===== src/hdl/lte_pkg.sv =====
// Shared types, constants and helpers of the link throughput estimator.
`timescale 1ns / 1ps

package lte_pkg;

  localparam int DEF_RING_DEPTH   = 32;
  localparam int DEF_MIN_RELIABLE = 5;

  localparam logic [5:0]  SAMPLE_CAP_RESET = 6'd20;
  localparam logic [31:0] WINDOW_RESET     = 32'd30000000;

  localparam logic [16:0] Q16_ONE      = 17'd65536;
  localparam logic [16:0] WEIGHT_FLOOR = 17'd6554;

  localparam logic [31:0] SLOW_LIMIT   = 32'd3 << 16;
  localparam logic [31:0] NORMAL_LIMIT = 32'd30 << 16;
  localparam logic [31:0] FAST_LIMIT   = 32'd200 << 16;

  localparam logic [1:0] ACT_RECORD   = 2'd0;
  localparam logic [1:0] ACT_SNAPSHOT = 2'd1;
  localparam logic [1:0] ACT_STATS    = 2'd2;

  localparam logic [1:0] ST_OK       = 2'd0;
  localparam logic [1:0] ST_INVALID  = 2'd1;
  localparam logic [1:0] ST_TOO_FEW  = 2'd2;

  localparam logic [2:0] CLS_UNKNOWN = 3'd0;
  localparam logic [2:0] CLS_SLOW    = 3'd1;
  localparam logic [2:0] CLS_NORMAL  = 3'd2;
  localparam logic [2:0] CLS_FAST    = 3'd3;
  localparam logic [2:0] CLS_ULTRA   = 3'd4;

  localparam logic REG_SAMPLE_CAP = 1'b0;
  localparam logic REG_WINDOW     = 1'b1;

  typedef struct packed {
    logic [1:0]  action;
    logic [39:0] byte_count;
    logic [31:0] duration_us;
    logic [47:0] time_us;
  } req_t;

  typedef struct packed {
    logic [1:0]  status;
    logic [2:0]  rate_class;
    logic        reliable;
    logic [5:0]  hit_count;
    logic [31:0] weighted_speed;
    logic [31:0] speed_min;
    logic [31:0] speed_max;
    logic [31:0] mean_speed;
    logic [31:0] stddev_speed;
  } rsp_t;

  function automatic logic [2:0] classify(input logic [31:0] s);
    logic [2:0] c;
    if (s < SLOW_LIMIT) c = CLS_SLOW;
    else if (s < NORMAL_LIMIT) c = CLS_NORMAL;
    else if (s < FAST_LIMIT) c = CLS_FAST;
    else c = CLS_ULTRA;
    return c;
  endfunction

endpackage


===== src/hdl/lte_sqrt.sv =====
// Integer square root of a 64-bit value, two radicand bits per cycle.
`timescale 1ns / 1ps

module lte_sqrt
  import lte_pkg::*;
(
  input  logic        clk,
  input  logic        rst,
  input  logic        go,
  input  logic [63:0] radicand,
  output logic        done,
  output logic [31:0] root
);

  logic [63:0] x;
  logic [63:0] res;
  logic [63:0] bitv;
  logic [5:0]  cnt;
  logic        running;
  logic [63:0] trial;

  assign trial = res + bitv;
  assign root  = res[31:0];

  always_ff @(posedge clk) begin
    if (rst) begin
      running <= 1'b0;
      done    <= 1'b0;
    end else begin
      done <= 1'b0;
      if (go) begin
        running <= 1'b1;
        cnt     <= 6'd32;
      end else if (running) begin
        cnt <= cnt - 6'd1;
        if (cnt == 6'd1) begin
          running <= 1'b0;
          done    <= 1'b1;
        end
      end
    end
  end

  always_ff @(posedge clk) begin
    if (go) begin
      x    <= radicand;
      res  <= '0;
      bitv <= 64'd1 << 62;
    end else if (running) begin
      if (x >= trial) begin
        x   <= x - trial;
        res <= (res >> 1) + bitv;
      end else begin
        res <= res >> 1;
      end
      bitv <= bitv >> 2;
    end
  end

endmodule


===== config.mk =====
export PLATFORM = sky130hd
export DESIGN_NAME = lte_sqrt
export DESIGN_NICKNAME = d
export VERILOG_FILES = /design/src/hdl/lte_pkg.sv /design/src/hdl/lte_sqrt.sv
export SDC_FILE = /design/constraint.sdc
export NUM_CORES = 1
export LEC_CHECK = 0
export ABC_CLOCK_PERIOD_IN_PS = 20200
export BUFFER_PORTS_ARGS = -buffer_cell sky130_fd_sc_hd__buf_4
export CAP_MARGIN = 20
export CORE_ASPECT_RATIO = 1.4
export CORE_MARGIN = 8
export CORE_UTILIZATION = 40
export DETAILED_ROUTE_END_ITERATION = 10
export SETUP_SLACK_MARGIN = 0.5
export SYNTH_ARGS = -nofsm -noshare
export SYNTH_HDL_FRONTEND = slang
export SYNTH_SLANG_ARGS = --single-unit

===== constraint.sdc =====
create_clock -name clk -period 20.2 [get_ports clk]
set_clock_uncertainty 0.1 [all_clocks]
set_input_delay 4.04 -clock clk [delete_from_list [all_inputs] [get_ports clk]]
set_output_delay 4.04 -clock clk [all_outputs]
set_load 0.01 [all_outputs]

---- Word level (Yosys, flattened, before mapping) ----
Index checks and enable logic that the tools add are counted.
cells by class
  add/sub/neg operators ................... 4
  order comparisons ....................... 1
  equal/unequal tests ..................... 1
  multiplexer cells ....................... 9
  bitwise gates (word level) .............. 2
  reduce and logical (&&, ||, !) cells .... 5
operators with widths
  kind                                                                number
  64-bit two-way mux                                                  4
  63-bit by 63-bit adder with 64-bit output                           1
  64-bit by 63-bit adder with 64-bit output                           1
  64-bit >= comparator                                                1
  64-bit subtractor                                                   1
  6-bit by 1-bit == test with 1-bit output, second input constant     1
  6-bit two-way mux                                                   1
  6-bit by 1-bit subtractor with 6-bit output, second input constant  1
  1-bit two-way mux                                                   4
  2-bit AND reduction                                                 2
  2-bit nonzero test                                                  2
  3-bit OR reduction                                                  1
  1-bit inverter                                                      2
word-level totals
  flip-flop bits (word level) ............. 168
  output and inout bits ................... 33

---- Logic depth before layout (Yosys ltp) ----
Gate-level depths: netlist of the first run.
  depth after elaboration ................. 5
  depth in mapped cells ................... 26
  gate-level depth less buffers ........... 23

---- Least setup slack after synthesis of the first run ----
Ideal clock, no wire load.
  path type ............................... flip-flop to flip-flop
  start point ............................. register res[2]
  end point ............................... register x[0], enable pin
  library setup time ...................... 0.575 ns
  arrival time ............................ 9.216 ns
  required time ........................... 19.525 ns
  path slack .............................. 10.309 ns
  cell stages (with the launch flop) ...... 23
  path buffers ............................ 3
  cells stage by stage .................... dfxtp_1 > ha_1 > a31oi_1 > o21bai_1 > a31oi_1 > o221ai_1 > and3_1 > nand3_1 > nand2_1 > a31oi_1 > xor2_1 > ha_1 > buf_2 > nand4_1 > or4_4 > nor3_2 > nor4b_2 > nor2_1 > a31o_1 > and2_4 > buf_6 > clkbuf_1 > o21ai_0
between the ends
  word-level cells in the longest chain between the ends .. 4
RTL lines
  item                                       RTL line        RTL
  start, declared                            lte_sqrt.sv:16  logic [63:0] res;
  start signal, assigned                     lte_sqrt.sv:52  res <= (res >> 1) + bitv;
  start signal, assigned                     lte_sqrt.sv:54  res <= res >> 1;
  64-bit by 63-bit adder with 64-bit output  lte_sqrt.sv:22  assign trial = res + bitv;
  64-bit >= comparator                       lte_sqrt.sv:50  if (x >= trial) begin
  2-bit nonzero test (no line)               -
  2-bit AND reduction (no line)              -
  end signal, assigned                       lte_sqrt.sv:46  x <= radicand;
  end signal, assigned                       lte_sqrt.sv:51  x <= x - trial;
  end, declared                              lte_sqrt.sv:15  logic [63:0] x;
No other way between the ends.
A chain may end at the register's enable or synchronous reset.

---- Worst setup path in the final report of the first run ----
  start point ............................. register res[2]
  end point ............................... register x[4], enable pin
The elaborated chain is that of the path after synthesis.

==> results.ini, run 1 <==
[place]
numPortBuffers=99
dp_hpwl_mm=38.3
gp_congestion=0.917
preCtsSetupSlack_ns=12.19

[clock_network]
tritoncts=yes
clk_path_buf_depth=2
h_tree_lvl_count=4
cts.reportedPaths.clkPinSlew_ns=0.07
numCtsBuffers=17
setup_buffers_after_cts=0
post_cts_hold_fix_bufs=0
postCtsResizedCells=0
clock_sinks=168
insertion_delay_ns=0.45
root_buffer=clkbuf_16

[floorplanning]
number_of_placement_rows=85
die_width_microns=182
start_util_pct=40.3
design.core.area_sq_um=38300
die_height_microns=248
io_pins=100
fp.dieArea_sq_um=45200

[synth]
ys_seq_elements=168
synth-seq-area-share_pct=26.3
ys_types=85
synthesis.nets=2172
synth_top_area_share_pct=13.6
synth.largest_area_cell=edfxtp_1
synth-edff-count=70
post_synth_instance_area_sq_um=15400
syn-mean-instance-area_sq_um=7.83
synthFlopType=dfxtp_1
netlist_top_cells_area=edfxtp_1 (14%), dfxtp_1 (13%), ha_1 (11%)
proportion_of_synthesized_flip_flops_having_asynchronous_set_or_reset_pct=0
syn_inst=1972
yosys_warnings=0

[route]
wl_per_cell_microns=20.2
post_drt_via_cell_ratio=5.99
detailroute.via_count=14700
drc=0
drt_pass_1_iters=7
drt-total-wl_mm=49.4
drtIter0Drc=849
ant_nets=0

[worst_hold_path]
worstHoldPathType=reg2reg

[sta]
maxSlewViolCount=0
worstMarginPinSlew_ns=1.02
max_freq_mhz=123
final_sum_of_negative_setup_slack_ns=0
timing.final.crit_share_pct=40.1
final.setup.worst_slack_ns=12.10
timing.slew.headroom_pct=30.4
finalCriticalPeriod_ns=8.10
grt_setup_unrepaired=no
setup_viol=0
timing_hold_violations_final=0

[pwr]
power.ir.vdd_worst_uv=77.2
leakagePower_nw=6.26
cellPowerDensity_nw_per_um2=121

[layout]
area_delta_synth_final_pct=8.43
final_common_cell=nand2_1
fin_nets=2159
antenna_cells=0
layout.cells.most_common_list=nand2_1 (245), o21ai_0 (188), nor2_1 (177), ha_1 (132), a21oi_1 (125)
nFillCells=3911
post_route_cells_drive_above_1_share_pct=9.08

[global_routing]
track_usage_pct=21.4
antenna_found_initial=0
grt_first_pass_wirelength_mm=78.2
first_global_vias=14400
grt.overflow.total=0
grt_max_degree=92

[worst_setup_path]
worst-endpoint-required_ns=20.19
timing.critical_path.mode_cell=a31oi_1
cpMaxStageDelayCell=o21ai_4
timing.critical_path.fanout_max=67
worst_setup_path_start_kind=register
top_family_by_delay_on_critical_path=compound AO/OA/AOI/OAI gates
timing.critical_path.slowest_cell_delay_ns=0.84
timing.critical_path.to_type=register
timing_worst_setup_path_type=reg2reg
critPathArrivalTime_ns=8.09
path_cells=ha_1 > a31oi_1 > o21bai_1 > a31oi_1 > o221ai_1 > a21oi_1 > o31ai_1 > a31oi_1 > o21ai_1 > a31oi_1 > xor2_1 > ha_1 > inv_1 > nor2_1 > nand2_1 > nor3_1 > nand3b_1 > a31o_1 > and2_4 > buf_4 > o21ai_4 > buf_4
cp_num_buf_inv=3

[status]
run_status=finished, final reports clean

[flow_run]
cap_viol_max_count=0

## worst min-delay path: stages, from the launching register on
cell and delay (ns):
dfxtp_1 0.33, nor2_1 0.08, a311oi_1 0.06
## where the power goes
part	leakage [nW]	switching (mW)	internal, mW
Clock	0.272	0.151	0.173
Combinational	4.48	0.724	0.445
Sequential	1.50	0.0722	0.460
Total	6.26	0.948	1.08
## cell type report
| type | instances | area, sq um | area share (%) |
|---|---|---|---|
| well taps | 478 | 598 | 3.57 |
| repair buffers | 108 | 815 | 4.87 |
| multi-input cells | 1616 | 10500 | 62.9 |
| clock inverters | 11 | 97.6 | 0.583 |
| clock buffers | 21 | 450 | 2.69 |
| inverters | 48 | 180 | 1.08 |
| flip-flops and latches | 168 | 4070 | 24.3 |
## cells by family (layout without fill, tap and decap cells)
family                   count (synthesis)  in the layout  share of synthesized area, %
flip-flops                             168            168                          26.3
XOR/XNOR                               153            153                          8.68
adder cells (fa/ha/maj)                133            133                          10.8
multiplexers                            44             44                          2.89
AO/OA/AOI/OAI                          645            645                          26.7
buffers and inverters                  188            188                          5.54
AND/OR/NAND/NOR                        641            641                          19.0
## cells in the mapped netlist, types with 5 or more instances
cell,n
nand2_1,245
o21ai_0,189
nor2_1,177
ha_1,132
a21oi_1,125
dfxtp_1,98
clkbuf_1,94
a31oi_1,78
xnor2_1,77
xor2_1,76
edfxtp_1,70
nand4_1,51
inv_1,47
mux2i_1,39
a21o_1,35
nand3_1,34
buf_4,33
nor3_1,31
a211oi_1,28
o21bai_1,26
or3_1,24
a311oi_1,23
o21a_1,22
nor2b_1,15
and3_1,12
o211ai_1,10
a31o_2,9
nor4_1,9
a221oi_1,8
and2_1,8
o221ai_1,8
o22ai_1,8
o31ai_1,8
buf_2,7
nand2b_1,7
or2_2,6
a2111oi_0,5
a211o_1,5
a21boi_0,5
mux2_2,5
o41ai_1,5
## final timing paths
| check | slack [ns] | depth (start not counted) | start | to |
|---|---|---|---|---|
| setup / recovery | 12.10 | 22 | res[2]$_SDFFE_PP0P_ | x[4]$_DFFE_PP_ |
| hold / removal | 0.41 | 2 | res[0]$_SDFFE_PP0P_ | res[0]$_SDFFE_PP0P_ |
| setup reg to reg | 12.10 | 22 | res[2]$_SDFFE_PP0P_ | x[4]$_DFFE_PP_ |
| hold reg to reg | 0.41 | 2 | res[0]$_SDFFE_PP0P_ | res[0]$_SDFFE_PP0P_ |
## stage by stage
| step | cells | instance area, sq um | utilization, % | hold WS (ns) | total power, mW |
|---|---|---|---|---|---|
| 2_1_floorplan | 1972 | 15400 | - | 0.378 | 1.39 |
| 3_3_place_gp | 2418 | 16200 | 42.3 | 0.400 | 1.69 |
| 3_5_place_dp | 2418 | 16200 | 42.3 | 0.415 | 1.69 |
| 4_1_cts | 2450 | 16700 | 43.7 | 0.424 | 2.03 |
| 5_1_grt | 2450 | 16700 | 43.7 | 0.449 | 2.17 |
| 6_report | 2450 | 16700 | 43.7 | 0.414 | 2.03 |
## state kept, by name, indices dropped and copies added, names as in the netlist
register / cells
cnt: 6
done: 1
running: 1
x: 64
bitv: 32
res: 64
## metal layers
layer / GRT usage, % / part of all wire [%] / up-vias
met1: 25.4 / 42 / 6975
met4: 7.70 / 2.8 / 0
met3: 2.80 / 3.7 / 78
li1: - / - / 7260
met5: 0 / 0 / -
met2: 38.6 / 51 / 354
Note: power is estimated with default switching activity, not from simulation.
==> run 2, diff against run 1 <==
- ABC_AREA: unset -> 1
- ABC_CLOCK_PERIOD_IN_PS: 20200 -> 7300
- clock period: 20.2 -> 7.3 ns (I/O delays scaled with it)
==> run 2 against run 1 <==
  * Combinational power increased to 3.8 times the previous value
  * Critical path type unchanged
  * Global-route usage increased by 6.1 points
  * Critical endpoint is now x[62]$_DFFE_PP_
  * Hold slack got worse by 0.0070 ns
  * Clock power increased to 2.9 times the previous value
  * Synthesized cell count increased by 74%
  * Sequential power increased to 3.0 times the previous value
  * Non-clock buffer count increased by 5
  * Final cell count increased by 68%
  * Final area increased by 28%
==> results.ini, run 2 <==
[flow_run]
cap_viol_max_count=0

[route]
wl_met1_mm=31.7
post_drt_via_cell_ratio=5.31
route.top_layer_used=met4
drt_pass_1_iters=8
drtIter0Drc=1721
detailroute.via_count=21900
route.met2.wl_mm=38.5
wl_per_cell_microns=19.2
ant_nets=0
drt-total-wl_mm=79.2
drc=0
met3WireLength_mm=2.94

[floorplanning]
design.core.area_sq_um=48800
die_height_microns=278
fp.dieArea_sq_um=56600
number_of_placement_rows=96
die_width_microns=203
start_util_pct=40.3
io_pins=100

[sta]
maxSlewViolCount=0
whs_ns=0.407
timing.slew.headroom_pct=40.3
max_freq_mhz=166
final_sum_of_negative_setup_slack_ns=0
timing.final.crit_share_pct=82.5
grt_setup_unrepaired=no
final.setup.worst_slack_ns=1.28
timing_hold_violations_final=0
setup_viol=0
worstMarginPinSlew_ns=0.887
finalCriticalPeriod_ns=6.02

[place]
place.detailed.instances=4093
gp_congestion=1.05
preCtsSetupSlack_ns=1.47
dp_hpwl_mm=66.1
postPlaceCellArea_sq_um=20800
numPortBuffers=99

[layout]
area_delta_synth_final_pct=8.74
antenna_cells=0
fin_nets=3675
biggestRegsByFlops=res x64, x x64, bitv x32
layout.core_utilization_pct=43.8
layout.cell_area.non_filler_sq_um=21400
final_common_cell=nand2_1
multi_input_comb_area_sq_um=13100
stdcell_count=4125
nFillCells=5597
post_route_cells_drive_above_1_share_pct=5.56
layout.area.seq_sq_um=4060
layout.cells.most_common_list=nand2_1 (1,127), inv_1 (523), nor2_1 (369), nand3_1 (330), a21oi_1 (173)

[global_routing]
track_usage_pct=27.5
grt.overflow.total=0
antenna_found_initial=0
first_global_vias=21900
grt_first_pass_wirelength_mm=120
grt_max_degree=63

[clock_network]
numCtsBuffers=17
setup_buffers_after_cts=0
clk_path_buf_depth=2
cts.reportedPaths.clkPinSlew_ns=0.07
h_tree_lvl_count=4
post_cts_hold_fix_bufs=0
root_buffer=clkbuf_16
insertion_delay_ns=0.48
tritoncts=yes
postCtsResizedCells=0
clock_sinks=168

[worst_hold_path]
worstHoldPathType=reg2reg
hold-path-cell-count=2
worstHoldStart=bitv[0]$_SDFFE_PP0P_
hold-path-endpoint=bitv[0]$_SDFFE_PP0P_

[worst_setup_path]
worst_setup_path_start_kind=register
timing_worst_setup_path_type=reg2reg
timing.critical_path.fanout_max=36
critical_path.reg2reg.startpoint=res[16]$_SDFFE_PP0P_
critPathArrivalTime_ns=6.06
rr_endpoint=x[62]$_DFFE_PP_
timing.critical_path.to_type=register
reg2reg_setup_slack_ns=1.28
worst-endpoint-required_ns=7.34
rr_worst_depth=19

[pwr]
leakagePower_nw=9.66
power.ir.vdd_worst_uv=199
total_power_mw=6.95
cellPowerDensity_nw_per_um2=325

[synth]
netlist_top_cells_area=nand2_1 (22%), edfxtp_1 (11%), inv_1 (10%)
xor_xnor_portion_of_the_synthesized_cell_area_pct=3.70
proportion_of_synthesized_flip_flops_having_asynchronous_set_or_reset_pct=0
synth_top_area_share_pct=21.5
synthFlopType=dfxtp_1
synth.area.mux_share_pct=0
yosys_warnings=0
synth.largest_area_cell=nand2_1
syn-mean-instance-area_sq_um=5.73
post_synth_instance_area_sq_um=19600
synth_top_family_by_area=simple AND/OR/NAND/NOR gates
synth-seq-area-share_pct=20.7
synth_commonest_cells=nand2_1 (1,127), inv_1 (524), nor2_1 (370)
ys_types=49
synth-edff-count=70
synthMostInstantiatedCell=nand2_1
ys_seq_elements=168
synth_compound_gate_area_share_pct=13.1
syn_inst=3428
synth_fa_ha_area_share_pct=8.51
synth_simple_gate_area_share_pct=41.3
synthesis.nets=3628

[status]
run_status=finished, final reports clean

-- run 2: cell type report --
type	count	share of cell area (%)
Sequential cell	168	19.0
Clock inverter	12	0.539
Timing Repair Buffer	113	3.97
Clock buffer	20	2.09
Tap cell	637	3.73
Multi-Input combinational cell	2644	61.3
Inverter	531	9.33
-- run 2: logic make-up after synthesis --
kind of cell | after synthesis
compound gates | 466
simple gates | 1962
flops | 168
fa+ha+maj | 133
xor+xnor | 83
buf+inv | 616
-- run 2: per-layer routing --
layer	global-route usage [%]	vias up
li1	-	11100
met1	30.7	9914
met2	48.3	704
met3	2.72	239
met4	19.5	0
met5	0	-
-- run 2: worst max path at each step --
stage                    startpoint              end  slack, ns  cells past startpoint
4_1_cts        res[16]$_SDFFE_PP0P_  x[56]$_DFFE_PP_       1.43                     19
2_1_floorplan  res[30]$_SDFFE_PP0P_   x[0]$_DFFE_PP_       1.61                     18
3_5_place_dp   res[16]$_SDFFE_PP0P_  x[56]$_DFFE_PP_       1.47                     19
5_1_grt        res[16]$_SDFFE_PP0P_  x[63]$_DFFE_PP_        1.0                     19
3_3_place_gp   res[16]$_SDFFE_PP0P_  x[50]$_DFFE_PP_       1.43                     19
6_report       res[16]$_SDFFE_PP0P_  x[62]$_DFFE_PP_       1.28                     19
-- run 2: where the power goes --
group	internal (mW)	total (mW)	switching (mW)
clock network	0.485	0.941	0.456
registers	1.32	1.58	0.257
logic	1.45	4.43	2.98
total	3.26	6.95	3.69
-- run 2: worst max-delay path, stage by stage (launching register included) --
cell,delay [ns]
dfxtp_1,0.58
ha_1,0.27
nand2_1,0.10
o21ai_0,0.35
inv_1,0.08
o21ai_0,0.37
a21o_1,0.24
nand2_1,0.07
nand2_1,0.23
xor2_1,0.38
ha_1,0.27
nand2_1,0.10
nor2_2,0.17
nand2_1,0.13
nor2_2,0.22
nand4_1,0.26
nand3_2,0.20
nand2_4,0.27
a31oi_4,0.79
buf_4,0.46
==> run 3, diff against run 2 <==
- ABC_CLOCK_PERIOD_IN_PS: 7300 -> 6180
- clock period: 7.3 -> 6.18 ns (I/O delays scaled with it)
==> run 3 against run 2 <==
  * Final area rose by 0.57%
  * Register-to-register slack got worse by 0.51 ns
  * Sequential power rose by 18%
  * Die area did not move
  * Power rose by 19%
  * Highest routed layer unchanged
==> results.ini, run 3 (synthesis results as in run 2) <==
[floorplanning]
io_pins=100
design.core.area_sq_um=48800
number_of_placement_rows=96
die_width_microns=203
fp.dieArea_sq_um=56600
die_height_microns=278
start_util_pct=40.3

[layout]
final_common_cell=nand2_1
layout.cells.most_common_list=nand2_1 (1,127), inv_1 (523), nor2_1 (369), nand3_1 (330), a21oi_1 (173)
biggestRegsByFlops=res x64, x x64, bitv x32
fin_nets=3682
post_route_cells_drive_above_1_share_pct=5.81
antenna_cells=0
layout.core_utilization_pct=44.1
area_delta_synth_final_pct=9.36

[clock_network]
h_tree_lvl_count=4
clock_sinks=168
numCtsBuffers=17
insertion_delay_ns=0.48
post_cts_hold_fix_bufs=0
cts.reportedPaths.clkPinSlew_ns=0.08
clk_path_buf_depth=2
tritoncts=yes
root_buffer=clkbuf_16

[global_routing]
first_global_vias=22000
grt_max_degree=94
track_usage_pct=27.6
antenna_found_initial=0
grt.overflow.total=0
grt_first_pass_wirelength_mm=120

[sta]
timing_hold_violations_final=0
timing.slew.headroom_pct=33.0
final_sum_of_negative_setup_slack_ns=0
max_freq_mhz=185
whs_ns=0.401
worstMarginPinSlew_ns=0.994
setup_viol=0
maxSlewViolCount=0
grt_setup_unrepaired=no
finalCriticalPeriod_ns=5.41
timing.final.crit_share_pct=87.5

[worst_setup_path]
path_cells=ha_1 > nand2_1 > o21ai_0 > nand2_1 > o21ai_0 > a21oi_1 > o21ai_0 > nand3_1 > nand2_1 > xnor2_1 > ha_1 > nand2_1 > nor3_1 > nand2_1 > nor3_2 > nand2_4 > a31oi_4 > buf_12 > buf_12
cpMaxStageDelayCell=ha_1
timing_worst_setup_path_type=reg2reg
timing.critical_path.fanout_max=28
timing.critical_path.slowest_cell_delay_ns=0.45
worst_setup_path_start_kind=register
critPathArrivalTime_ns=5.49
worst-endpoint-required_ns=6.26
timing.critical_path.mode_cell=nand2_1
timing.critical_path.to_type=register

[status]
run_status=finished, final reports clean

[worst_hold_path]
worstHoldPathType=reg2reg

[pwr]
share_clk_of_total_power_pct=13.8
power_frac_comb_pct=63.7
power.internal_mw=3.90
seq_power_share_pct=22.5
leakagePower_nw=9.71
power.ir.vdd_worst_uv=361
switching_portion_of_total_power_pct=52.8
netSwitchingPower_mw=4.37
cellPowerDensity_nw_per_um2=385

[place]
dp_hpwl_mm=66.4
numPortBuffers=99
gp_congestion=1.00

[flow_run]
cap_viol_max_count=0

[route]
wl_per_cell_microns=19.2
drtIter0Drc=1607
drt-total-wl_mm=79.3
drc=0
ant_nets=0
detailroute.via_count=22000
post_drt_via_cell_ratio=5.33
drt_pass_1_iters=6

run 3: area by class of cell:
class                      instances  area (sq um)
timing repair buffer             120           951
tap                              637           797
multi-input combinational       2644         13100
clock inverter                    15           155
clock buffer                      17           425
inverter                         531          1990
fill                            5651         27300
sequential                       168          4060
run 3: repair_timing:
item / CTS / global route
gates resized for setup: 0 / 2
setup buffers: 0 / 4
hold endpoints to repair: 0 / 0
endpoints found under the setup margin: 0 / 54
run 3: per-layer routing:
layer / global-route usage [%] / vias to the layer above / wire, microns
met4: 20.8 / 0 / 6390
met3: 2.30 / 237 / 2760
met5: 0 / - / 0
li1: - / 11100 / -
met2: 48.0 / 640 / 38500
met1: 30.9 / 10100 / 31700
run 3: per-stage QoR:
stage / setup WS, ns / std cells / cell area, sq um / total power, mW
6_report: 0.770 / 4132 / 21500 / 8.27
5_1_grt: 0.524 / 4132 / 21500 / 8.95
4_1_cts: 0.651 / 4128 / 21400 / 8.18
3_5_place_dp: 0.690 / 4096 / 20900 / 7.03
2_1_floorplan: 1.34 / 3428 / 19700 / 5.57
3_3_place_gp: 0.656 / 4096 / 20900 / 7.02
run 3: worst paths after layout:
check | cells after the start | to | start | slack [ns]
setup / recovery | 19 | x[51]$_DFFE_PP_ | res[22]$_SDFFE_PP0P_ | 0.77
setup reg to reg | 19 | x[51]$_DFFE_PP_ | res[22]$_SDFFE_PP0P_ | 0.77
hold reg to reg | 2 | bitv[0]$_SDFFE_PP0P_ | bitv[0]$_SDFFE_PP0P_ | 0.40
hold / removal | 2 | bitv[0]$_SDFFE_PP0P_ | bitv[0]$_SDFFE_PP0P_ | 0.40
run 3: power by group through the flow:
stage	clock, mW	combinational, mW	sequential (mW)
6_report	1.14	5.27	1.86
5_1_grt	1.19	5.87	1.89
4_1_cts	1.16	5.17	1.85
3_5_place_dp	0	5.15	1.87
3_3_place_gp	0	5.15	1.87
2_1_floorplan	0	3.83	1.74
run 3: critical path, delay by kind of cell, from the launching register on:
family / cells / cell delay, ns
adders and majority gates: 2 / 0.84
DFF: 1 / 0.43
xor gates and xnor gates: 1 / 0.10
and+or+nand+nor: 9 / 1.84
AOI/OAI and AO/OA: 5 / 1.40
buffers and inverters: 2 / 0.37
